<file path="src/rtl/core/vrbd_pkg.sv">
`default_nettype none
package vrbd_pkg;

  localparam int unsigned BYTE_W      = 8;
  localparam int unsigned LEN_W       = 16;
  localparam int unsigned KIND_W      = 2;
  localparam int unsigned MODE_W      = 2;
  localparam int unsigned CFG_IDX_W   = 1;
  localparam int unsigned CFG_DATA_W  = 16;
  localparam int unsigned QUEUE_DEPTH = 2;

  localparam logic [LEN_W-1:0] DESC_LEN = LEN_W'(4);

  localparam logic [LEN_W-1:0]  MAX_PAYLOAD_RESET = 16'h8000;
  localparam logic [BYTE_W-1:0] SUB_CHAR          = 8'h1A;

  localparam logic [CFG_IDX_W-1:0] REG_TRANSLATE_MODE    = 1'b0;
  localparam logic [CFG_IDX_W-1:0] REG_MAX_BLOCK_PAYLOAD = 1'b1;

  typedef enum logic [KIND_W-1:0] {
    KIND_BYTE       = 2'd0,
    KIND_EMPTY      = 2'd1,
    KIND_BLOCK_BAD  = 2'd2,
    KIND_RECORD_BAD = 2'd3
  } kind_t;

  typedef enum logic [MODE_W-1:0] {
    MODE_NONE = 2'd0,
    MODE_037  = 2'd1,
    MODE_1047 = 2'd2,
    MODE_RAW3 = 2'd3
  } mode_t;

  typedef enum logic [3:0] {
    PH_BDW0 = 4'd0,
    PH_BDW1 = 4'd1,
    PH_BDW2 = 4'd2,
    PH_BDW3 = 4'd3,
    PH_RDW0 = 4'd4,
    PH_RDW1 = 4'd5,
    PH_RDW2 = 4'd6,
    PH_RDW3 = 4'd7,
    PH_DATA = 4'd8,
    PH_SKIP = 4'd9,
    PH_DEAD = 4'd10
  } phase_t;

  // One classified word handed from the parser to the output side.
  typedef struct packed {
    kind_t             kind;
    logic [BYTE_W-1:0] data;
    logic              last;
  } item_t;

  // Queue status seen by the parser and the output side.
  typedef struct packed {
    logic full;
    logic empty;
  } queue_status_t;

  // EBCDIC to ASCII for code pages 037 and 1047; they differ in a few places.
  function automatic logic [BYTE_W-1:0] ebcdic_to_ascii(input logic [BYTE_W-1:0] b,
                                                        input logic is_1047);
    logic [BYTE_W-1:0] r;
    r = SUB_CHAR;
    case (b) inside
      [8'h00:8'h03], [8'h0B:8'h13], [8'h18:8'h19], [8'h1C:8'h1F]: r = b;
      8'h05: r = 8'h09;
      8'h07: r = 8'h7F;
      8'h15: r = is_1047 ? 8'h0A : SUB_CHAR;
      8'h16: r = 8'h08;
      8'h25: r = 8'h0A;
      8'h26: r = 8'h17;
      8'h27: r = 8'h1B;
      8'h2D: r = 8'h05;
      8'h2E: r = 8'h06;
      8'h2F: r = 8'h07;
      8'h32: r = 8'h16;
      8'h37: r = 8'h04;
      8'h3C: r = 8'h14;
      8'h3D: r = 8'h15;
      8'h40: r = 8'h20;
      8'h4A: r = is_1047 ? 8'hA2 : SUB_CHAR;
      8'h4B: r = 8'h2E;
      8'h4C: r = 8'h3C;
      8'h4D: r = 8'h28;
      8'h4E: r = 8'h2B;
      8'h4F: r = 8'h7C;
      8'h50: r = 8'h26;
      8'h5A: r = 8'h21;
      8'h5B: r = 8'h24;
      8'h5C: r = 8'h2A;
      8'h5D: r = 8'h29;
      8'h5E: r = 8'h3B;
      8'h5F: r = is_1047 ? 8'h5E : 8'hAC;
      8'h60: r = 8'h2D;
      8'h61: r = 8'h2F;
      8'h6A: r = is_1047 ? 8'hA6 : SUB_CHAR;
      8'h6B: r = 8'h2C;
      8'h6C: r = 8'h25;
      8'h6D: r = 8'h5F;
      8'h6E: r = 8'h3E;
      8'h6F: r = 8'h3F;
      8'h79: r = 8'h60;
      8'h7A: r = 8'h3A;
      8'h7B: r = 8'h23;
      8'h7C: r = 8'h40;
      8'h7D: r = 8'h27;
      8'h7E: r = 8'h3D;
      8'h7F: r = 8'h22;
      [8'h81:8'h89]: r = b - 8'h20;
      [8'h91:8'h99]: r = b - 8'h27;
      8'hA1: r = 8'h7E;
      [8'hA2:8'hA9]: r = b - 8'h2F;
      8'hAD: r = is_1047 ? 8'h5B : SUB_CHAR;
      8'hB0: r = is_1047 ? SUB_CHAR : 8'h5E;
      8'hBA: r = is_1047 ? SUB_CHAR : 8'h5B;
      8'hBB: r = is_1047 ? SUB_CHAR : 8'h5D;
      8'hBD: r = is_1047 ? 8'h5D : SUB_CHAR;
      8'hC0: r = 8'h7B;
      [8'hC1:8'hC9]: r = b - 8'h80;
      8'hD0: r = 8'h7D;
      [8'hD1:8'hD9]: r = b - 8'h87;
      8'hE0: r = 8'h5C;
      [8'hE2:8'hE9]: r = b - 8'h8F;
      [8'hF0:8'hF9]: r = b - 8'hC0;
      8'hFF: r = 8'hFF;
      default: r = SUB_CHAR;
    endcase
    return r;
  endfunction

endpackage
`default_nettype wire

</file>
<file path="src/rtl/core/vrbd_front.sv">
`default_nettype none
module vrbd_front
  import vrbd_pkg::*;
(
  input  wire logic              clk,
  input  wire logic              rst_n,
  input  wire logic              accept,
  input  wire logic [BYTE_W-1:0] stream_byte,
  input  wire logic [LEN_W-1:0]  max_payload,
  output logic                   push,
  output item_t                  push_item
);

  phase_t             phase_r, phase_nxt;
  logic [BYTE_W-1:0]  len_hi_r, len_hi_nxt;
  logic [LEN_W-1:0]   blk_left_r, blk_left_nxt;
  logic [LEN_W-1:0]   rec_left_r, rec_left_nxt;
  logic [LEN_W-1:0]   blk_dec;
  logic [LEN_W-1:0]   rec_dec;
  logic [LEN_W-1:0]   blk_body;
  logic [LEN_W-1:0]   rec_body;
  logic               emit;

  // Where to go at a record boundary, given the payload still left.
  function automatic phase_t boundary(input logic [LEN_W-1:0] left);
    phase_t p;
    if (left >= DESC_LEN) begin
      p = PH_RDW0;
    end else if (left == '0) begin
      p = PH_BDW0;
    end else begin
      p = PH_SKIP;
    end
    return p;
  endfunction

  assign blk_dec  = blk_left_r - {{(LEN_W-1){1'b0}}, |blk_left_r};
  assign rec_dec  = rec_left_r - {{(LEN_W-1){1'b0}}, |rec_left_r};
  assign blk_body = blk_left_r - DESC_LEN;
  assign rec_body = rec_left_r - DESC_LEN;

  always_ff @(posedge clk) begin
    if (!rst_n) begin
      phase_r    <= PH_BDW0;
      len_hi_r   <= '0;
      blk_left_r <= '0;
      rec_left_r <= '0;
    end else if (accept) begin
      phase_r    <= phase_nxt;
      len_hi_r   <= len_hi_nxt;
      blk_left_r <= blk_left_nxt;
      rec_left_r <= rec_left_nxt;
    end
  end

  always_comb begin
    phase_nxt      = phase_r;
    len_hi_nxt     = len_hi_r;
    blk_left_nxt   = blk_left_r;
    rec_left_nxt   = rec_left_r;
    emit           = 1'b0;
    push_item.kind = KIND_BYTE;
    push_item.data = '0;
    push_item.last = 1'b0;
    case (phase_r)
      PH_BDW0: begin
        len_hi_nxt = stream_byte;
        phase_nxt  = PH_BDW1;
      end
      PH_BDW1: begin
        blk_left_nxt = {len_hi_r, stream_byte};
        phase_nxt    = PH_BDW2;
      end
      PH_BDW2: begin
        phase_nxt = PH_BDW3;
      end
      PH_BDW3: begin
        if (blk_left_r < DESC_LEN || blk_body > max_payload) begin
          phase_nxt      = PH_DEAD;
          emit           = 1'b1;
          push_item.kind = KIND_BLOCK_BAD;
        end else begin
          blk_left_nxt = blk_body;
          phase_nxt    = boundary(blk_body);
        end
      end
      PH_SKIP: begin
        blk_left_nxt = blk_dec;
        if (blk_dec == '0) begin
          phase_nxt = PH_BDW0;
        end
      end
      PH_RDW0: begin
        len_hi_nxt   = stream_byte;
        blk_left_nxt = blk_dec;
        phase_nxt    = PH_RDW1;
      end
      PH_RDW1: begin
        rec_left_nxt = {len_hi_r, stream_byte};
        blk_left_nxt = blk_dec;
        phase_nxt    = PH_RDW2;
      end
      PH_RDW2: begin
        blk_left_nxt = blk_dec;
        phase_nxt    = PH_RDW3;
      end
      PH_RDW3: begin
        blk_left_nxt = blk_dec;
        if (rec_left_r < DESC_LEN || rec_body > blk_dec) begin
          phase_nxt      = PH_DEAD;
          emit           = 1'b1;
          push_item.kind = KIND_RECORD_BAD;
        end else begin
          rec_left_nxt = rec_body;
          if (rec_body == '0) begin
            phase_nxt      = boundary(blk_dec);
            emit           = 1'b1;
            push_item.kind = KIND_EMPTY;
            push_item.last = 1'b1;
          end else begin
            phase_nxt = PH_DATA;
          end
        end
      end
      PH_DATA: begin
        blk_left_nxt   = blk_dec;
        rec_left_nxt   = rec_dec;
        emit           = 1'b1;
        push_item.data = stream_byte;
        if (rec_dec == '0) begin
          push_item.last = 1'b1;
          phase_nxt      = boundary(blk_dec);
        end
      end
      PH_DEAD: begin
        phase_nxt = PH_DEAD;
      end
      default: begin
        phase_nxt = PH_DEAD;
      end
    endcase
  end

  assign push = accept & emit;

endmodule
`default_nettype wire

</file>
<file path="src/rtl/core/vrbd_queue.sv">
`default_nettype none
module vrbd_queue
  import vrbd_pkg::*;
(
  input  wire logic  clk,
  input  wire logic  rst_n,
  input  wire logic  push,
  input  wire item_t push_item,
  input  wire logic  pop,
  output item_t      head_item,
  output queue_status_t status
);

  localparam int unsigned PTR_W = (QUEUE_DEPTH > 1) ? $clog2(QUEUE_DEPTH) : 1;
  localparam int unsigned CNT_W = $clog2(QUEUE_DEPTH + 1);
  localparam logic [PTR_W-1:0] LAST_SLOT = PTR_W'(QUEUE_DEPTH - 1);
  localparam logic [CNT_W-1:0] FULL_CNT  = CNT_W'(QUEUE_DEPTH);

  item_t             slots_r [QUEUE_DEPTH];
  logic [PTR_W-1:0]  wr_ptr_r, wr_ptr_nxt;
  logic [PTR_W-1:0]  rd_ptr_r, rd_ptr_nxt;
  logic [CNT_W-1:0]  count_r, count_nxt;
  logic              do_push;
  logic              do_pop;

  assign status.full  = (count_r == FULL_CNT);
  assign status.empty = (count_r == '0);
  assign do_push      = push & ~status.full;
  assign do_pop       = pop & ~status.empty;
  assign head_item    = slots_r[rd_ptr_r];

  always_comb begin
    wr_ptr_nxt = wr_ptr_r;
    rd_ptr_nxt = rd_ptr_r;
    count_nxt  = count_r;
    if (do_push) begin
      wr_ptr_nxt = (wr_ptr_r == LAST_SLOT) ? '0 : wr_ptr_r + PTR_W'(1);
    end
    if (do_pop) begin
      rd_ptr_nxt = (rd_ptr_r == LAST_SLOT) ? '0 : rd_ptr_r + PTR_W'(1);
    end
    case ({do_push, do_pop})
      2'b10:   count_nxt = count_r + CNT_W'(1);
      2'b01:   count_nxt = count_r - CNT_W'(1);
      default: count_nxt = count_r;
    endcase
  end

  always_ff @(posedge clk) begin
    if (!rst_n) begin
      wr_ptr_r <= '0;
      rd_ptr_r <= '0;
      count_r  <= '0;
    end else begin
      wr_ptr_r <= wr_ptr_nxt;
      rd_ptr_r <= rd_ptr_nxt;
      count_r  <= count_nxt;
    end
  end

  always_ff @(posedge clk) begin
    if (do_push) begin
      slots_r[wr_ptr_r] <= push_item;
    end
  end

endmodule
`default_nettype wire

</file>
<file path="src/rtl/core/vrbd_back.sv">
`default_nettype none
module vrbd_back
  import vrbd_pkg::*;
(
  input  wire logic              clk,
  input  wire logic              rst_n,
  input  wire queue_status_t     q_status,
  input  wire item_t             head_item,
  input  wire mode_t             mode,
  output logic                   pop,
  output logic                   out_valid,
  input  wire logic              out_stall,
  output logic [KIND_W-1:0]      out_kind,
  output logic [BYTE_W-1:0]      out_record_byte,
  output logic                   out_record_last
);

  logic              valid_r, valid_nxt;
  item_t             item_r;
  logic [BYTE_W-1:0] xlat;

  always_comb begin
    case (mode)
      MODE_037:  xlat = ebcdic_to_ascii(head_item.data, 1'b0);
      MODE_1047: xlat = ebcdic_to_ascii(head_item.data, 1'b1);
      default:   xlat = head_item.data;
    endcase
  end

  // Refill the output word whenever it is empty or being taken and the queue holds an item.
  assign pop = ~q_status.empty & (~valid_r | ~out_stall);

  always_comb begin
    valid_nxt = valid_r;
    if (pop) begin
      valid_nxt = 1'b1;
    end else if (valid_r && !out_stall) begin
      valid_nxt = 1'b0;
    end
  end

  always_ff @(posedge clk) begin
    if (!rst_n) begin
      valid_r <= 1'b0;
    end else begin
      valid_r <= valid_nxt;
    end
  end

  always_ff @(posedge clk) begin
    if (pop) begin
      item_r.kind <= head_item.kind;
      item_r.data <= (head_item.kind == KIND_BYTE) ? xlat : '0;
      item_r.last <= head_item.last;
    end
  end

  assign out_valid       = valid_r;
  assign out_kind        = item_r.kind;
  assign out_record_byte = item_r.data;
  assign out_record_last = item_r.last;

endmodule
`default_nettype wire

</file>
<file path="src/rtl/core/variable_record_block_deframer.sv">
`default_nettype none
// Variable-blocked record deframer. Takes one stream byte per clock while
// in_stall is low and sends out each record data byte as one word, translated
// to ASCII from EBCDIC code page 037 or 1047 when translate_mode asks for it,
// with record_last on the final byte; an empty record gives one kind 1 word.
// A bad block descriptor (length under 4 or payload over max_block_payload)
// gives kind 2, a bad record descriptor (length under 4 or past the block
// end) kind 3, and after either the block swallows all input until reset.
// Rate is one byte per clock while in_stall is low; the combinational parser
// feeds a two-word queue that lets it and the registered output stall on
// their own, and a result passes a queue slot and then the output register.
// Write the configuration registers only while no words are in flight.
module variable_record_block_deframer
  import vrbd_pkg::*;
(
  input  wire logic                  clk,
  input  wire logic                  rst_n,
  input  wire logic                  in_valid,
  output logic                       in_stall,
  input  wire logic [BYTE_W-1:0]     in_stream_byte,
  output logic                       out_valid,
  input  wire logic                  out_stall,
  output logic [KIND_W-1:0]          out_kind,
  output logic [BYTE_W-1:0]          out_record_byte,
  output logic                       out_record_last,
  input  wire logic                  cfg_we,
  input  wire logic [CFG_IDX_W-1:0]  cfg_index,
  input  wire logic [CFG_DATA_W-1:0] cfg_wdata
);

  mode_t            mode_r;
  logic [LEN_W-1:0] max_payload_r;
  logic             accept;
  logic             push;
  logic             pop;
  item_t            push_item;
  item_t            head_item;
  queue_status_t    q_status;

  always_ff @(posedge clk) begin
    if (!rst_n) begin
      mode_r        <= MODE_NONE;
      max_payload_r <= MAX_PAYLOAD_RESET;
    end else if (cfg_we) begin
      case (cfg_index)
        REG_TRANSLATE_MODE:    mode_r        <= mode_t'(cfg_wdata[MODE_W-1:0]);
        REG_MAX_BLOCK_PAYLOAD: max_payload_r <= cfg_wdata[LEN_W-1:0];
        default: ;
      endcase
    end
  end

  // Hold input while the queue has no free slot.
  assign in_stall = q_status.full;
  assign accept   = in_valid & ~q_status.full;

  vrbd_front u_front (
    .clk         (clk),
    .rst_n       (rst_n),
    .accept      (accept),
    .stream_byte (in_stream_byte),
    .max_payload (max_payload_r),
    .push        (push),
    .push_item   (push_item)
  );

  vrbd_queue u_queue (
    .clk       (clk),
    .rst_n     (rst_n),
    .push      (push),
    .push_item (push_item),
    .pop       (pop),
    .head_item (head_item),
    .status    (q_status)
  );

  vrbd_back u_back (
    .clk             (clk),
    .rst_n           (rst_n),
    .q_status        (q_status),
    .head_item       (head_item),
    .mode            (mode_r),
    .pop             (pop),
    .out_valid       (out_valid),
    .out_stall       (out_stall),
    .out_kind        (out_kind),
    .out_record_byte (out_record_byte),
    .out_record_last (out_record_last)
  );

endmodule
`default_nettype wire
</file>
<file path="config.mk">
export PLATFORM = sky130hd
export DESIGN_NAME = variable_record_block_deframer
export DESIGN_NICKNAME = d
export VERILOG_FILES = /design/src/rtl/core/vrbd_pkg.sv /design/src/rtl/core/vrbd_front.sv /design/src/rtl/core/vrbd_queue.sv /design/src/rtl/core/vrbd_back.sv /design/src/rtl/core/variable_record_block_deframer.sv
export SDC_FILE = /design/constraint.sdc
export NUM_CORES = 1
export LEC_CHECK = 0
export BUFFER_PORTS_ARGS = -buffer_cell sky130_fd_sc_hd__buf_2
export CAP_MARGIN = 20
export CELL_PAD_IN_SITES_DETAIL_PLACEMENT = 0
export CELL_PAD_IN_SITES_GLOBAL_PLACEMENT = 1
export CORE_UTILIZATION = 35
export DETAILED_ROUTE_END_ITERATION = 10
export PLACE_DENSITY = 0.69
export SLEW_MARGIN = 10
export SYNTH_ARGS = -nofsm -noshare
export SYNTH_HDL_FRONTEND = slang
export SYNTH_HIERARCHICAL = 1
export SYNTH_SLANG_ARGS = --single-unit
</file>
<file path="constraint.sdc">
create_clock -name clk -period 4.95 [get_ports clk]
set_input_delay 0.495 -clock clk [delete_from_list [all_inputs] [get_ports clk]]
set_output_delay 0.495 -clock clk [all_outputs]
set_load 0.05 [all_outputs]
</file>
; Word-level counts from Yosys, hierarchy flattened
; Memories as Yosys holds them, arrays and structs flattened. A register that Yosys moved wholly into a read port is not among the register bits.
; Index checks and enable logic that the tools add are counted.
[word_totals]
ff_bits = 78
ramBits = 22
input_bits = 30
output_inout_bits = 13
wordCells = 326
memories = 1
[classes]
add_sub_neg = 15
n_lt_le_gt_ge = 28
n_eq_ne = 71
muxes = 150
n_bitwise = 11
n_reduce_logical = 37
[mem_list]
columns = name, depth, width, rd, rd_clocked_by_memory_dff, wr, line
row1 = u_queue.slots_r, 2, 11, 1, 1, 1, vrbd_queue.sv:19  ; item_t slots_r [QUEUE_DEPTH];
[op_table]
columns = op, n
row1 = 2-to-1 mux 8 bit, 115
row2 = == test 8 x 7 -> 1 bit (second input constant), 29
row3 = one-hot mux 16 bit (3 select lines), 2
row4 = == test 8 x 6 -> 1 bit (second input constant), 10
row5 = == test 8 bit (second input constant), 10
row6 = logical NOT 16 bit, 4
row7 = greater-or-equal comparator 8 bit (second input constant), 7
row8 = less-or-equal comparator 8 bit (second input constant), 7
row9 = one-hot mux 4 bit (10 select lines), 1
row10 = 2-to-1 mux 4 bit, 9
row11 = greater-or-equal comparator 16 x 3 -> 1 bit (second input constant), 2
row12 = > comparator 16 bit, 2
row13 = < comparator 16 x 3 -> 1 bit (second input constant), 2
row14 = 2-to-1 mux 16 bit, 2
row15 = OR reduction 16 bit, 2
row16 = subtractor 16 x 1 -> 16 bit, 2
row17 = subtractor 16 x 3 -> 16 bit (second input constant), 2
row18 = subtractor 8 bit (second input constant), 4
row19 = less-or-equal comparator 8 x 5 -> 1 bit (second input constant), 3
row20 = subtractor 8 x 6 -> 8 bit (second input constant), 3
row21 = == test 4 x 3 -> 1 bit (second input constant), 4
row22 = == test 8 x 3 -> 1 bit (second input constant), 2
row23 = == test 8 x 5 -> 1 bit (second input constant), 2
row24 = greater-or-equal comparator 8 x 5 -> 1 bit (second input constant), 2
row25 = other kinds (34), 84

; Depth between registers and ports, before layout
; Gate-level depths: netlist (run 1).
[logic_depth]
depth_word = 63
mapped_depth = 27
mapped_depth_nobuf = 26

; By module
; Netlist (run 1), hierarchy kept.
[modules_own_cells]
columns = module, instances, cells_each, area_each_um2, seq_area_each_um2
row1 = vrbd_front, 1, 649, 4819.6, 880.8
row2 = vrbd_back, 1, 621, 4065.1, 350.3
row3 = vrbd_queue, 1, 60, 1026.0, 760.7
row4 = variable_record_block_deframer, 1, 81, 755.7, 360.3

; Least setup slack after synthesis (run 1)
; No wires, ideal clock.
[synth_timing]
kind = register -> register
start = register u_front.blk_left_r[2]
end = register u_queue.count_r[1]
setup_ns = 0.070
arrival_time_ns = 5.328
required_ns = 4.880
slack_ns = -0.448
path_stages_with_launch = 26
path_buffers = 1
synth_period_minus_slack_ns = 5.398
path_cell_list = dfxtp_1 inv_1 ha_1 nor3b_4 nand3_1 or3_1 nor3_2 nand2_1 ha_1 ha_1 clkbuf_1 nor3b_1 nand4_1 xor2_1 ha_1 a21oi_1 nand2_1 a221o_1 or3_1 a21oi_1 o22ai_1 o31a_1 nand2_1 ha_1 or3_1 a21boi_1
[synth_via]
elab_chain_len = 10
word_cells_on_any_way = 17
cone_classes = 2 x add/sub / 3 x order compare / 2 x eq/ne / 4 x mux / 2 x bitwise / 4 x reduce/logical
[synth_rtl]
columns = element, line
row1 = "start, declared", vrbd_front.sv:16  ; logic [LEN_W-1:0] blk_left_r, blk_left_nxt;
row2 = "start signal, assigned", vrbd_front.sv:51  ; blk_left_r <= blk_left_nxt;
row3 = OR reduction 16 bit, vrbd_front.sv:37  ; assign blk_dec = blk_left_r - {{(LEN_W-1){1'b0}}, |blk_left_r};
row4 = subtractor 16 x 1 -> 16 bit, vrbd_front.sv:37
row5 = > comparator 16 bit, vrbd_front.sv:109  ; if (rec_left_r < DESC_LEN || rec_body > blk_dec) begin
row6 = logical OR 1 bit, vrbd_front.sv:109
row7 = 2-to-1 mux 1 bit, vrbd_front.sv:109
row8 = one-hot mux 1 bit (3 select lines) *, vrbd_front.sv:65  ; case (phase_r)
row9 = bitwise AND 1 bit *, vrbd_front.sv:144  ; assign push = accept & emit;
row10 = via push, variable_record_block_deframer.sv:34  ; logic push;
row11 = bitwise AND 1 bit *, vrbd_queue.sv:28  ; assign do_push = push & ~status.full;
row12 = == test 2 x 1 -> 1 bit / == test 2 bit (equally long branches), vrbd_queue.sv:42  ; case ({do_push, do_pop})
row13 = one-hot mux 2 bit (2 select lines) / nonzero test 2 bit (equally long branches), -
row14 = "end signal, assigned", vrbd_queue.sv:57  ; count_r <= count_nxt;
row15 = "end, declared", vrbd_queue.sv:22  ; logic [CNT_W-1:0] count_r, count_nxt;
; The timed path passes the listed nets; every way through them passes the cells marked *.
; A chain may end at the register's enable or synchronous reset.

; Worst setup path in the final report (run 1)
[layout_timing]
start = register u_front.blk_left_r[3]
end = register u_queue.count_r[1]
; Same word-level chain as after synthesis.

==> results of run 1 <==
[worst reg2reg max path: stages (launching register included)]
cell and delay (ns):
sky130_fd_sc_hd__dfxtp_2 0.34, sky130_fd_sc_hd__inv_4 0.06, sky130_fd_sc_hd__ha_4 0.13, sky130_fd_sc_hd__nor3b_4 0.22
sky130_fd_sc_hd__nand3_2 0.11, sky130_fd_sc_hd__or3_4 0.41, sky130_fd_sc_hd__nor3_4 0.15, sky130_fd_sc_hd__nand2_2 0.09
sky130_fd_sc_hd__ha_4 0.18, sky130_fd_sc_hd__ha_4 0.16, sky130_fd_sc_hd__buf_4 0.14, sky130_fd_sc_hd__nor4bb_1 0.14
sky130_fd_sc_hd__xnor2_1 0.30, sky130_fd_sc_hd__ha_1 0.31, sky130_fd_sc_hd__nand2_1 0.06, sky130_fd_sc_hd__o21ai_1 0.07
sky130_fd_sc_hd__a221o_1 0.31, sky130_fd_sc_hd__or3_4 0.35, sky130_fd_sc_hd__a21oi_4 0.18, sky130_fd_sc_hd__o22ai_2 0.10
sky130_fd_sc_hd__o31a_1 0.31, sky130_fd_sc_hd__nand2_2 0.11, sky130_fd_sc_hd__ha_4 0.13, sky130_fd_sc_hd__xnor2_1 0.06
sky130_fd_sc_hd__or3_1 0.35, sky130_fd_sc_hd__a21boi_1 0.12
[kinds of logic (layout without fill, tap and decap cells)]
kind of cell,count (synthesis),count (layout),synth area share [%]
compound gates,435,435,28.43
xor+xnor,53,53,4.352
fa+ha+maj,58,58,6.804
buf+inv,177,248,7.812
flops,101,101,22.05
mux,19,19,1.947
simple gates,568,568,28.60
[routing by layer]
metal	global-route usage, %	vias to the layer above
met4	11.39	0
met5	0.6410	-
met1	34.70	5510
met3	4.953	146
li1	-	5400
met2	41.70	656
[worst max-delay path by stage]
| stage | start | slack [ns] | endpoint | cells past startpoint |
|---|---|---|---|---|
| finish | u_front/blk_left_r[3] | -0.02 | u_queue/count_r[1] | 25 |
| global route | u_front/blk_left_r[3] | -0.28 | u_queue/count_r[1] | 25 |
| CTS | u_front/blk_left_r[3] | -0.007 | u_queue/count_r[1] | 25 |
| detailed placement | u_front/blk_left_r[3] | -0.17 | u_queue/count_r[1] | 26 |
| global placement | u_front/blk_left_r[3] | -0.05 | u_queue/count_r[1] | 26 |
| floorplan | u_front/blk_left_r[3] | -0.20 | u_queue/count_r[1] | 27 |
[cell usage after synthesis (all sizes together), types with 28 or more instances]
cell    count  area, sq um
nand3      49        245.2
clkbuf     61        231.5
nand4      39        244.0
edfxtp     33        991.0
nand2     159        596.8
buf        55        372.9
inv        59        221.5
a211oi     28        220.2
nor2      107        404.1
ha         58        725.7
a21oi     109        549.3
dfxtp      68         1361
nor3       51        291.5
o21ai      98        524.3
[per-stage QoR]
step           hold slack [ns]  power [mW]  instance area [sq um]  setup WS [ns]
2_1_floorplan           0.4284       2.993                  10760        -0.1958
3_3_place_gp            0.4402       3.896                  11680       -0.05430
3_5_place_dp            0.4462       3.923                  11690        -0.1697
4_1_cts                 0.3557       4.797                  12090      -0.006754
5_1_grt                 0.3765       5.421                  12340        -0.2817
6_report                0.3633       5.063                  12340       -0.01908
[flip-flops by register name, summed over array words and instances (netlist names), named ones only]
name	count
u_back/out_valid	1
max_payload_r	16
u_front/blk_left_r	16
u_back/out_record_last	1
u_queue/wr_ptr_r	1
u_front/phase_r	4
u_back/out_record_byte	8
u_front/len_hi_r	8
u_back/out_kind	2
mode_r	2
u_queue/slots_r	22
u_front/rec_left_r	16
u_queue/count_r	2
u_queue/rd_ptr_r	1
[power groups by stage]
stage                     registers [mW]  logic (mW)  clock network [mW]
after floorplan                     1.02        1.97                   0
after global placement              1.02        2.87                   0
after detailed placement            1.02        2.90                   0
after CTS                           1.01        3.03               0.765
after global routing                1.02        3.61               0.796
final                               1.01        3.31               0.742
[final cells by class]
type / count / area [sq um]
Clock buffer: 10 / 239.0
Clock inverter: 6 / 57.56
Fill cell: 3095 / 17460
Inverter: 61 / 239.0
Multi-Input combinational cell: 1133 / 7739
Sequential cell: 101 / 2355
Tap cell: 390 / 488.0
Timing Repair Buffer: 170 / 1212
Timing Repair inverter: 1 / 8.758
[what timing repair did]
action | in CTS | in global routing
endpoints found under the setup margin | 24 | 40
resized for setup | 7 | 34
cloned | 0 | 1
pin swaps | 14 | 18
buffers inserted | 11 | 9
==> results, run 1 <==
- Setup repair after global routing could not meet its margin everywhere.
- Synthesis handed over a netlist of 1,411 instances.
- Relative to the synthesized area, the layout overhead comes to 15.67%.
- The H-tree was split into 3 levels.
- The setup-violating endpoint count in the final report is 1.
- The number of nets still failing antenna checks after routing is 0.
- Entering global routing, the biggest net connects 45 pins.
- The count of buffers added on input and output ports is between 40 and 50.
- The met1 wire length is around 17 mm.
- The hold buffer count at CTS is 0.
- Summed over all layers, the global routing overflow is 0.
- The kind of capture point of the worst setup path is a flop.
- In the final routed layout, each cell accounts on average for 22.15 um.
- The synthesis warning total is 6.
- The run finished, with violations left.
- The worst setup path is launched from a flop.
- The most used flip-flop cell after synthesis is sky130_fd_sc_hd__dfxtp_1.
- The core region area is about 0.03 sq mm.
- 43 I/O pins were placed.
- The per-cell via count in the routed design is roughly 6.3.
- The post-DP HPWL is 30.90 mm.
- The fraction of registers with async set or reset after synthesis is 0%.
- The internal power is 2.734 mW.
- The launch instance of the worst register-to-register path is u_front/blk_left_r[3].
- The clock skew is 0.01300 ns.
- Counting flops with a built-in enable in the synthesized netlist gives 33.
- The share of total power in the clock network is between 10% and 20%.
- At the end of the flow the core is filled with cells to 41.41%.
- The data required time of the worst path is 5.25 ns.
- The worst IR drop on VDD is about 0.27 mV.
- The capture instance of the worst register-to-register path is u_queue/count_r[1].
- The global-route total usage across every layer is a little over a quarter.
- The worst path buffer plus inverter count is 2.
- The number of pins exceeding their max-slew limit in the final report is 0.
- At the worst endpoint, the arrival time is about 5.3 ns.
- In this run the power density over the cells is a little over 400 mW/mm^2.
- The die covers around 0.031 sq mm.
- The switching power is approximately 2.3 mW.
- The path with the worst hold slack has its endpoint at max_payload_r[11].
- The count of distinct cell types in the synthesized netlist is 112.
- In the layout the commonest cells are sky130_fd_sc_hd__nand2_1 (156), sky130_fd_sc_hd__buf_4 (124), sky130_fd_sc_hd__nor2_1 (105), sky130_fd_sc_hd__a21oi_1 (104), sky130_fd_sc_hd__o21ai_0 (74).
- The number of cells in the finished layout apart from fillers is between 1,500 and 2,000.
- For this block, the routed nets add up to between 40 and 50 mm of wire.
- The analysis attributes to cell leakage a power of 4.604 nW.
- The effective utilization at floorplan is between 30 and 40%.
- For this run, the detailed router's first-pass iteration total came to 6.
- The floorplan has 63 rows.
- After synthesis, the mean cell area works out to 7.560 sq um.
- After layout, the worst setup slack is -0.01908 ns.
- The net count after synthesis is 1,499.
- Counting cells, the worst reg-to-reg path comes to 25.
- The overall die height is ~180 um.
- The most common library cell in the layout ignoring fill and taps is sky130_fd_sc_hd__nand2_1.
- The last weighted congestion value of the routability-driven placer is approximately 1.
- After routing, the total negative slack on setup checks comes to -0.01908 ns.
- For the pin with the worst max-slew slack, the measured transition is slightly below 0.9 ns.
- Subtracting the final worst setup slack from the clock period gives 4.969 ns.
- The first global-routing pass estimated ~64 mm of wire.
- The checks that failed: negative setup slack.
- The largest fanout of any net on the critical path is 4.
- The cell type group with the largest total delay on the critical path is simple AND/OR/NAND/NOR gates.
- The final clock period utilization by the worst path is 100.4%.
- Measured against its own limit, the worst slew margin works out to between 40% and 50%.
- Clock-pin slew was measured on the worst setup and hold paths at ~0.080 ns.
- TritonCTS built the clock tree.
- Setup slack on the worst reg-to-reg path comes out at -0.02 ns.
- For this run, the top clock speed supported by timing is 201.2 MHz.
- The netlist area before placement is around 0.011 sq mm.
- Among the stages of the critical path, the cell type that occurs most often is sky130_fd_sc_hd__ha_4.
- The via count of the first global-routing pass is roughly 11,000.
- For this block, the initial DRC count from the detailed router was 1,256.
- The cell at the slowest stage of the critical path is sky130_fd_sc_hd__or3_4.
- The sequential share of the synthesized area is between 20 and 25%.
- The fraction of power spent switching nets is 46.00%.
- Counting tap cells, the placed design contains a total of roughly 1,800 instances.
- In this run, flip-flops and latches consume between 10% and 20% of the power.
- Counting along the longest clock path gives a buffer depth of 2.
- Clock tree synthesis found a total of just over 100 sinks.
- The combinational power share is between 60% and 70%.
- 0 antenna diodes ended up in the layout.
- The hold-critical path depth is 3.
- The share of final-layout standard cells stronger than drive strength 1 is 20.31%.
- The total CTS buffers is 9.
- In the routed design, unresolved DRC markers number 0.
- The detailed-routed wire length on met2 is between 15 and 20 mm.
- The final-report hold violation count is 0.
- The number of nets at the end of the flow is 1,565.
- The initial antenna violation count is 0.
- The largest stage delay on the critical path is between 0.4 and 0.5 ns.
- Measured along the x axis, the die boundary spans ~180 um.
- The count of vias placed by the detailed router is approximately 12,000.
- The synthesized design contains a little over 100 register bits.
- The top routing layer in use is met4.
- The worst hold path class is input pin to flop.
- The met3 layer wire length in the routed design is between 3 and 4 mm.
- Clock tree synthesis selected as its root buffer the cell sky130_fd_sc_hd__clkbuf_16.
- The path type of the worst setup path is flop to flop.
- The number of maximum-capacitance constraint violations is 0.
- The source-to-sink clock delay at the later pin of the worst-skew pair is between 0.3 and 0.4 ns.
- The source of the worst hold timing path is cfg_wdata[11].
No activity file was read; power rests on OpenSTA's default activity.
==> run 2, diff against run 1 <==
- CTS_BUF_LIST: unset -> sky130_fd_sc_hd__clkbuf_4 sky130_fd_sc_hd__clkbuf_8
==> run 2 against run 1 <==
  * The flow now finishes without violations
  * Maximum frequency up 1.0%
  * Sequential power hardly changed
  * Via count down 0.59%
  * Die area did not move
  * Hold slack got worse by 0.041 ns
==> results, run 2 (synthesis gave the netlist of run 1 again) <==
- The slack of the critical path is between 0.03 and 0.04 ns.
- The final-report hold violation count is 0.
- The floorplan die area is 0.03118 sq mm.
- In the layout the commonest cells are sky130_fd_sc_hd__nand2_1 (157), sky130_fd_sc_hd__buf_4 (124), sky130_fd_sc_hd__nor2_1 (105), sky130_fd_sc_hd__a21oi_1 (103), sky130_fd_sc_hd__o21ai_0 (74).
- The clock transition at the registers of the reported paths is ~0.12 ns.
- The clock tree root driver cell is sky130_fd_sc_hd__clkbuf_8.
- The clock passes through at most 2 buffers.
- Clock skew on the completed layout was measured at between 0.015 and 0.02 ns.
- The hold buffer count at CTS is 0.
- Summing all non-filler instances in the final layout gives an area of 0.01223 sq mm.
- The data arrival time of the critical path is ~5.3 ns.
- Entering global routing, the biggest net connects 45 pins.
- The source-to-sink clock delay at the later pin of the worst-skew pair is about 0.40 ns.
- TritonCTS built the clock tree.
- The worst IR drop on VDD is 0.2637 mV.
- The count of inserted antenna diode cells is 0.
- The register with the highest flop count is u_queue/slots_r.
- The floorplan has 63 rows.
- The worst hold path belongs to the class input pin to flop.
- The layout has 3,117 filler cells.
- The core region is 0.02980 sq mm.
- CTS saw a little over 100 sinks.
- Of the cells placed in the final design, the portion with a size suffix greater than 1 is between 20% and 30%.
- The maximum clock frequency is roughly 200 MHz.
- After detailed routing, the average wire length per cell comes to ~22 um.
- The number of iterations in the first detailed-routing pass is 6.
- The final clock period utilization by the worst path is 99.37%.
- The critical path in this run is classified as flop to flop.
- Routability-driven placement finished with a final weighted congestion of 0.9971.
- The total length of routed wires is between 40 and 50 mm.
- The completed layout was analyzed and its total power is ~4.8 mW.
- For this configuration, the core starts out at a cell density of a little over a third.
- The startpoint class of the critical path is a flop.
- In the final timing run, aggregate negative setup slack is 0 ns.
- The detail route stage leaves a number of antenna-violating nets equal to 0.
- The kind of capture point of the worst setup path is a flop.
- The layout-stage area growth over the synthesis result is 14.62%.
- Leaving out fill and tap cells, the most frequent cell in the layout is sky130_fd_sc_hd__nand2_1.
- The global-route total usage across every layer is 26.32%.
- Using the TritonRoute via totals, the vias-per-cell ratio works out to slightly above 6.
- The first global-routing pass estimated ~64 mm of wire.
- The initial antenna violation count is 0.
- Timing analysis after detailed placement gives a worst setup slack of -0.1697 ns.
- The clock period could shrink to ~5 ns.
- The H-tree generated during clock tree synthesis spans 3 levels.
- The run finished with clean final reports.
- Of all nets on the critical path, the largest fanout is 4.
- The data required time of the worst path is 5.29 ns.
- The instance area at placement is around 0.012 sq mm.
- Setup repair after global routing could not meet its margin everywhere.
- Global routing finished with a remaining overflow of 0.
- The transition time at the pin with the least slew margin is just under 0.9 ns.
- Across all layers, the routed design uses 11,640 vias.
- In this run the static leakage power is between 4 and 5 nW.
- The number of nets at the end of the flow is 1,565.
- The floorplan die width is roughly 180 um.
- The via count of the first global-routing pass is 10,980.
- The final design utilization is between 40% and 50%.
- On the final layout, the worst hold slack is ~0.32 ns.
- The detailed router finished its first iteration with approximately 1,300 violations.
- In the routed design, unresolved DRC markers number 0.
- Buffers inserted during clock tree synthesis total 9.
- The number of pins exceeding their max-slew limit in the final report is 0.
- The relative max-transition margin is approximately two fifths.
- The number of cells in the finished layout apart from fillers is between 1,500 and 2,000.
- Input and output buffers added on the ports amount to 42.
- The overall die height is approximately 180 um.
- In this run the power density over the cells is slightly below 400 mW/mm^2.
- 43 I/O pins were placed.
- The post-DP HPWL is 30.90 mm.
- The number of maximum-capacitance constraint violations is 0.
- The number of cells in the design after placement is 1,834.
- Setup violations remaining at the end of the flow were counted as 0.
- The register with the most flip-flops in the layout has 22 of them.
==> run 2: cell counts in the layout (fill, tap and decap cells not counted) <==
Identical to the previous run, type by type.
==> run 2: path summary, 6_finish.rpt <==
kind	start	end	slack, ns	cells after the start
worst max register to register	u_front/blk_left_r[3]	u_queue/count_r[1]	0.03	24
worst min register to register	max_payload_r[12]	max_payload_r[12]	0.46	2
worst min-delay path	cfg_wdata[11]	max_payload_r[11]	0.32	3
worst max-delay path	u_front/blk_left_r[3]	u_queue/count_r[1]	0.03	24
==> run 2: power breakdown <==
part           internal, mW  switching (mW)  leakage (nW)
sequential            0.934          0.0742         0.868
combinational          1.41            1.86          3.58
clock                 0.212           0.348         0.102
==> run 2: layer usage <==
metal	part of all wire (%)	GRT usage (%)	vias to the layer above
met2	45	41.57	644
met4	4.1	11.57	0
met1	42	34.74	5473
met5	0	0.6410	-
li1	-	-	5400
met3	8.4	4.823	126
==> run 2: timing repair <==
item / in CTS / in global routing
pin swaps: 14 / 12
setup buffers: 13 / 7
cloned: 0 / 1
gates resized for setup: 9 / 30
endpoints found under the setup margin: 24 / 40
==> run 2: critical path, cell delays in order, from the launching register on <==
cell and delay [ns]:
sky130_fd_sc_hd__dfxtp_2 0.35, sky130_fd_sc_hd__inv_4 0.06, sky130_fd_sc_hd__ha_4 0.13, sky130_fd_sc_hd__nor3b_4 0.22
sky130_fd_sc_hd__nand3_2 0.11, sky130_fd_sc_hd__or3_4 0.41, sky130_fd_sc_hd__nor3_4 0.15, sky130_fd_sc_hd__nand2_2 0.09
sky130_fd_sc_hd__ha_4 0.18, sky130_fd_sc_hd__nor3b_4 0.15, sky130_fd_sc_hd__buf_6 0.13, sky130_fd_sc_hd__buf_4 0.13
sky130_fd_sc_hd__xnor2_1 0.27, sky130_fd_sc_hd__ha_1 0.31, sky130_fd_sc_hd__a21oi_1 0.27, sky130_fd_sc_hd__a2111oi_4 0.12
sky130_fd_sc_hd__or3_4 0.40, sky130_fd_sc_hd__a21oi_4 0.18, sky130_fd_sc_hd__o22ai_2 0.10, sky130_fd_sc_hd__o31a_1 0.31
sky130_fd_sc_hd__nand2_2 0.11, sky130_fd_sc_hd__ha_4 0.13, sky130_fd_sc_hd__xnor2_1 0.06, sky130_fd_sc_hd__or3_1 0.35
sky130_fd_sc_hd__a21boi_1 0.12
==> run 2: final cells by class <==
type	instances	area, sq um	area share (%)
flip-flops and latches	101	2355	19.26
repair inverters	1	8.758	0.07164
repair buffers	170	1212	9.917
multi-input cells	1133	7727	63.21
clock inverters	6	57.56	0.4708
clock buffers	10	137.6	1.126
well taps	390	488.0	3.991
inverters	61	239.0	1.955
==> run 3, diff against run 2 <==
- SYNTH_HIERARCHICAL: 1 -> unset
==> run 3 against run 2 <==
  * Global-route usage rose by 1.1 points
  * Sequential power is essentially flat
  * Largest cell class unchanged
  * Sequential share of layout area is 1.2 points higher
  * Largest power group unchanged
  * Combinational power fell by 29%
==> results, run 3 <==
- The kind of capture point of the worst setup path is a flop.
- In the synthesized netlist the dominant register cell turns out to be sky130_fd_sc_hd__dfxtp_1.
- The last weighted congestion value of the routability-driven placer is ~1.0.
- The post-DP HPWL is a little over 30 mm.
- The worst setup path is of the flop to flop kind.
- The initial antenna violation count is 1.
- In this run the number of H-tree levels came out at 3.
- Setup violations remaining at the end of the flow were counted as 0.
- The largest fanout of any net on the critical path is 4.
- The number of top-level pins is between 40 and 50.
- Of the cells placed in the final design, the portion with a size suffix greater than 1 is between 15 and 20%.
- The source-to-sink clock delay at the later pin of the worst-skew pair is 0.40 ns.
- The final clock period utilization by the worst path is between 90% and 100%.
- 0 antenna diodes ended up in the layout.
- From bottom edge to top edge, the die measures between 150 and 200 um.
- The violation count after the first detailed-routing iteration is 1,229.
- The number of pins exceeding their max-slew limit in the final report is 0.
- The startpoint class of the critical path is a flop.
- The library cells used most frequently in the layout, excluding fill and tap cells, are sky130_fd_sc_hd__nor2_1 (131), sky130_fd_sc_hd__nand2_1 (131), sky130_fd_sc_hd__a21oi_1 (114), sky130_fd_sc_hd__buf_4 (107), sky130_fd_sc_hd__o21ai_0 (81).
- Power spread over the standard cell area amounts to around 340 mW/mm^2.
- The number of cells in the design after placement is about 1,800.
- The count of vias placed by the detailed router is 11,220.
- Dividing the detail-routed via count by the number of cells gives 6.174.
- The clock passes through at most 2 buffers.
- The fraction of registers with async set or reset after synthesis is 0%.
- The tool flagged a number of max-cap violations equal to 0.
- In this run the biggest area consumer among cell types represents between 10% and 20% of the synthesized area.
- The pin count of the biggest net entering global routing is 46.
- The run finished with clean final reports.
- The initial utilization of the core area, before any placement, comes to between 30 and 40%.
- The number of filler instances in the final layout is around 3,000.
- Dividing the detail-routed wire length by the instance count gives around 22 um.
- Once layout is complete, the cells apart from fillers number roughly 1,800.
- Of the synthesized area, sequential elements account for between 20% and 30%.
- The number of rows created at floorplan is 62.
- The cell leakage power is 4.294 nW.
- The maximum clock frequency is 207.0 MHz.
- Relative to the synthesized area, the layout overhead comes to 13.42%.
- The number of synthesized flops with an enable pin is 33.
- At the worst endpoint, the required time is approximately 5.3 ns.
- Of all cell types, the one taking the most synthesized area is sky130_fd_sc_hd__dfxtp_1.
- The first global-routing pass estimated 61.79 mm of wire.
- After clock tree synthesis, the clock-pin slew on the worst setup and hold paths is ~0.12 ns.
- The overall power after layout is 3.868 mW.
- The count of state elements after synthesis is around 100.
- The library cell with the highest instance count after synthesis is sky130_fd_sc_hd__nand2_1.
- The total CTS buffers is 9.
- The core region area is roughly 0.029 sq mm.
- During synthesis, Yosys emitted a total of 0 warnings.
- For this run, design rule violations remaining after detail routing come to 0.
- The first TritonRoute pass finished after 8 iterations.
- The minimum hold slack is 0.3082 ns.
- The final non-filler cell area is around 0.012 sq mm.
- The sum of overflow across all layers after global routing is 0.
- The number of buffers inserted by port buffering is between 40 and 50.
- At the pin with the least slew margin, the transition time is between 1 and 1.5 ns.
- The flip-flop count of the largest register, all copies and words added is 22.
- For the worst setup path, the data arrival time is slightly above 5 ns.
- The count of distinct cell types in the synthesized netlist is between 90 and 100.
- The floorplan die width is ~170 um.
- The final critical path time including I/O delays and setup is about 4.8 ns.
- The via count of the first global-routing pass is about 11,000.
- IR analysis of the VDD net gives a maximum drop of between 0.15 and 0.2 mV.
- The root buffer cell chosen for the clock tree is sky130_fd_sc_hd__clkbuf_8.
- After detailed placement, the total cell area comes to 0.01121 sq mm.
- Counting every net in the synthesized netlist gives around 1,500.
- In this run the remaining antenna-violating nets after routing total 0.
- The aggregate negative setup slack is 0 ns.
- The clock arrives with approximately 0.021 ns of skew.
- Setup repair after global routing could not meet its margin everywhere.
- The netlist area before placement is 0.01016 sq mm.
- The number of nets at the end of the flow is roughly 1,500.
- The final-report hold violation count is 0.
- The average instance area after synthesis is ~7.4 sq um.
- The path class of the tightest hold or removal check is input pin to flop.
- For this design, the sink count on the clock tree is 101.
- The die covers 0.02971 sq mm.
- The total length of routed wires is ~40 mm.
- In the global route stage, overall resource usage came out at 27.42%.
- The number of instances in the synthesized netlist is 1,366.
- The clock tree from TritonCTS is built.
- The number of hold buffers added after CTS was 0.
- Sorting the synthesized cells by area gives the leading types as sky130_fd_sc_hd__dfxtp_1 (13%), sky130_fd_sc_hd__edfxtp_1 (9.8%), sky130_fd_sc_hd__ha_1 (7.1%).
- The commonest cells after synthesis are sky130_fd_sc_hd__nand2_1 (132), sky130_fd_sc_hd__nor2_1 (131), sky130_fd_sc_hd__a21oi_1 (115).
- Measured against its own limit, the worst slew margin works out to 28.49%.
- Counting flops per register, the top entry is u_queue.slots_r.
==> run 3: cell count changes in the layout (fill, tap and decap cells not counted), moves of 11 or more <==
cell	change
sky130_fd_sc_hd__a21oi_1	+11
sky130_fd_sc_hd__a221oi_1	-11
sky130_fd_sc_hd__a311oi_1	-15
sky130_fd_sc_hd__a31oi_1	+11
sky130_fd_sc_hd__buf_4	-17
sky130_fd_sc_hd__mux2i_1	+17
sky130_fd_sc_hd__nand2_1	-26
sky130_fd_sc_hd__nand3_1	-22
sky130_fd_sc_hd__nor2_1	+26
sky130_fd_sc_hd__nor2b_1	-11
sky130_fd_sc_hd__o22ai_1	+19
==> run 3: cell type report <==
cell class / count / area (sq um) / share of cell area (%)
clock inverters: 6 / 47.55 / 0.4126
well taps: 384 / 480.5 / 4.169
multi-input cells: 1106 / 7268 / 63.07
inverters: 61 / 229.0 / 1.987
flip-flops and latches: 101 / 2354 / 20.42
repair buffers: 149 / 1013 / 8.795
clock buffers: 10 / 131.4 / 1.140
==> run 3: cell families (layout without fill, tap and decap cells) <==
| family | after synthesis | count (layout) | share of synthesized area (%) |
|---|---|---|---|
| and+or+nand+nor | 513 | 513 | 26.24 |
| buffers and inverters | 159 | 226 | 6.478 |
| DFF | 101 | 101 | 23.15 |
| muxes | 29 | 29 | 3.190 |
| AOI/OAI and AO/OA | 457 | 457 | 29.50 |
| adders and majority gates | 58 | 58 | 7.143 |
| xor gates and xnor gates | 49 | 49 | 4.298 |
==> run 3: power breakdown <==
part / total, mW / switching [mW] / leakage, nW / internal (mW)
sequential: 1.00 / 0.0644 / 0.889 / 0.935
combinational: 2.33 / 1.37 / 3.32 / 0.960
clock: 0.543 / 0.349 / 0.0859 / 0.194
==> run 3: path summary, 6_finish.rpt <==
check	endpoint	cells after the start	slack, ns	start
setup reg to reg	u_queue.count_r[1]	25	0.12	u_front.blk_left_r[3]
setup / recovery	u_queue.count_r[1]	25	0.12	u_front.blk_left_r[3]
hold reg to reg	max_payload_r[10]	2	0.46	max_payload_r[10]
hold / removal	max_payload_r[13]	3	0.31	cfg_wdata[13]
==> run 3: per-stage QoR <==
step	setup WS, ns	utilization, %
floorplan	-0.05719	-
global placement	0.02667	39.13
detailed placement	-0.1351	39.16
CTS	0.03409	40.05
global route	-0.1277	40.26
finish	0.1181	40.26
==> run 3: critical path, stage by stage (launching register included) <==
cell and delay, ns:
sky130_fd_sc_hd__dfxtp_1 0.33, sky130_fd_sc_hd__inv_1 0.07, sky130_fd_sc_hd__ha_2 0.18, sky130_fd_sc_hd__nor4b_4 0.24, sky130_fd_sc_hd__nand2_1 0.12, sky130_fd_sc_hd__or4_4 0.46, sky130_fd_sc_hd__nor3_4 0.14, sky130_fd_sc_hd__nand2_2 0.08
sky130_fd_sc_hd__ha_4 0.19, sky130_fd_sc_hd__ha_4 0.18, sky130_fd_sc_hd__nor2b_1 0.13, sky130_fd_sc_hd__nand4_1 0.10, sky130_fd_sc_hd__xnor2_1 0.14, sky130_fd_sc_hd__inv_1 0.10, sky130_fd_sc_hd__ha_1 0.30, sky130_fd_sc_hd__nand4_1 0.11
sky130_fd_sc_hd__nor2_1 0.14, sky130_fd_sc_hd__buf_4 0.13, sky130_fd_sc_hd__nand4_1 0.10, sky130_fd_sc_hd__o22ai_2 0.24, sky130_fd_sc_hd__a21o_1 0.15, sky130_fd_sc_hd__a21oi_2 0.08, sky130_fd_sc_hd__o31ai_2 0.26, sky130_fd_sc_hd__ha_1 0.29
sky130_fd_sc_hd__or3_1 0.38, sky130_fd_sc_hd__a21oi_1 0.14
==> run 3: layer usage <==
| layer | vias up | track usage, % | wire (um) |
|---|---|---|---|
| met4 | 0 | 15.97 | 2312 |
| met5 | - | 0 | 0 |
| met1 | 5317 | 33.32 | 16490 |
| met2 | 521 | 46.49 | 19030 |
| met3 | 131 | 3.296 | 2247 |
| li1 | 5250 | - | - |
==> run 3: what timing repair did <==
action,CTS,global route
pin swaps,9,8
setup buffers,2,2
resized for setup,10,11
endpoints found under the setup margin,2,33
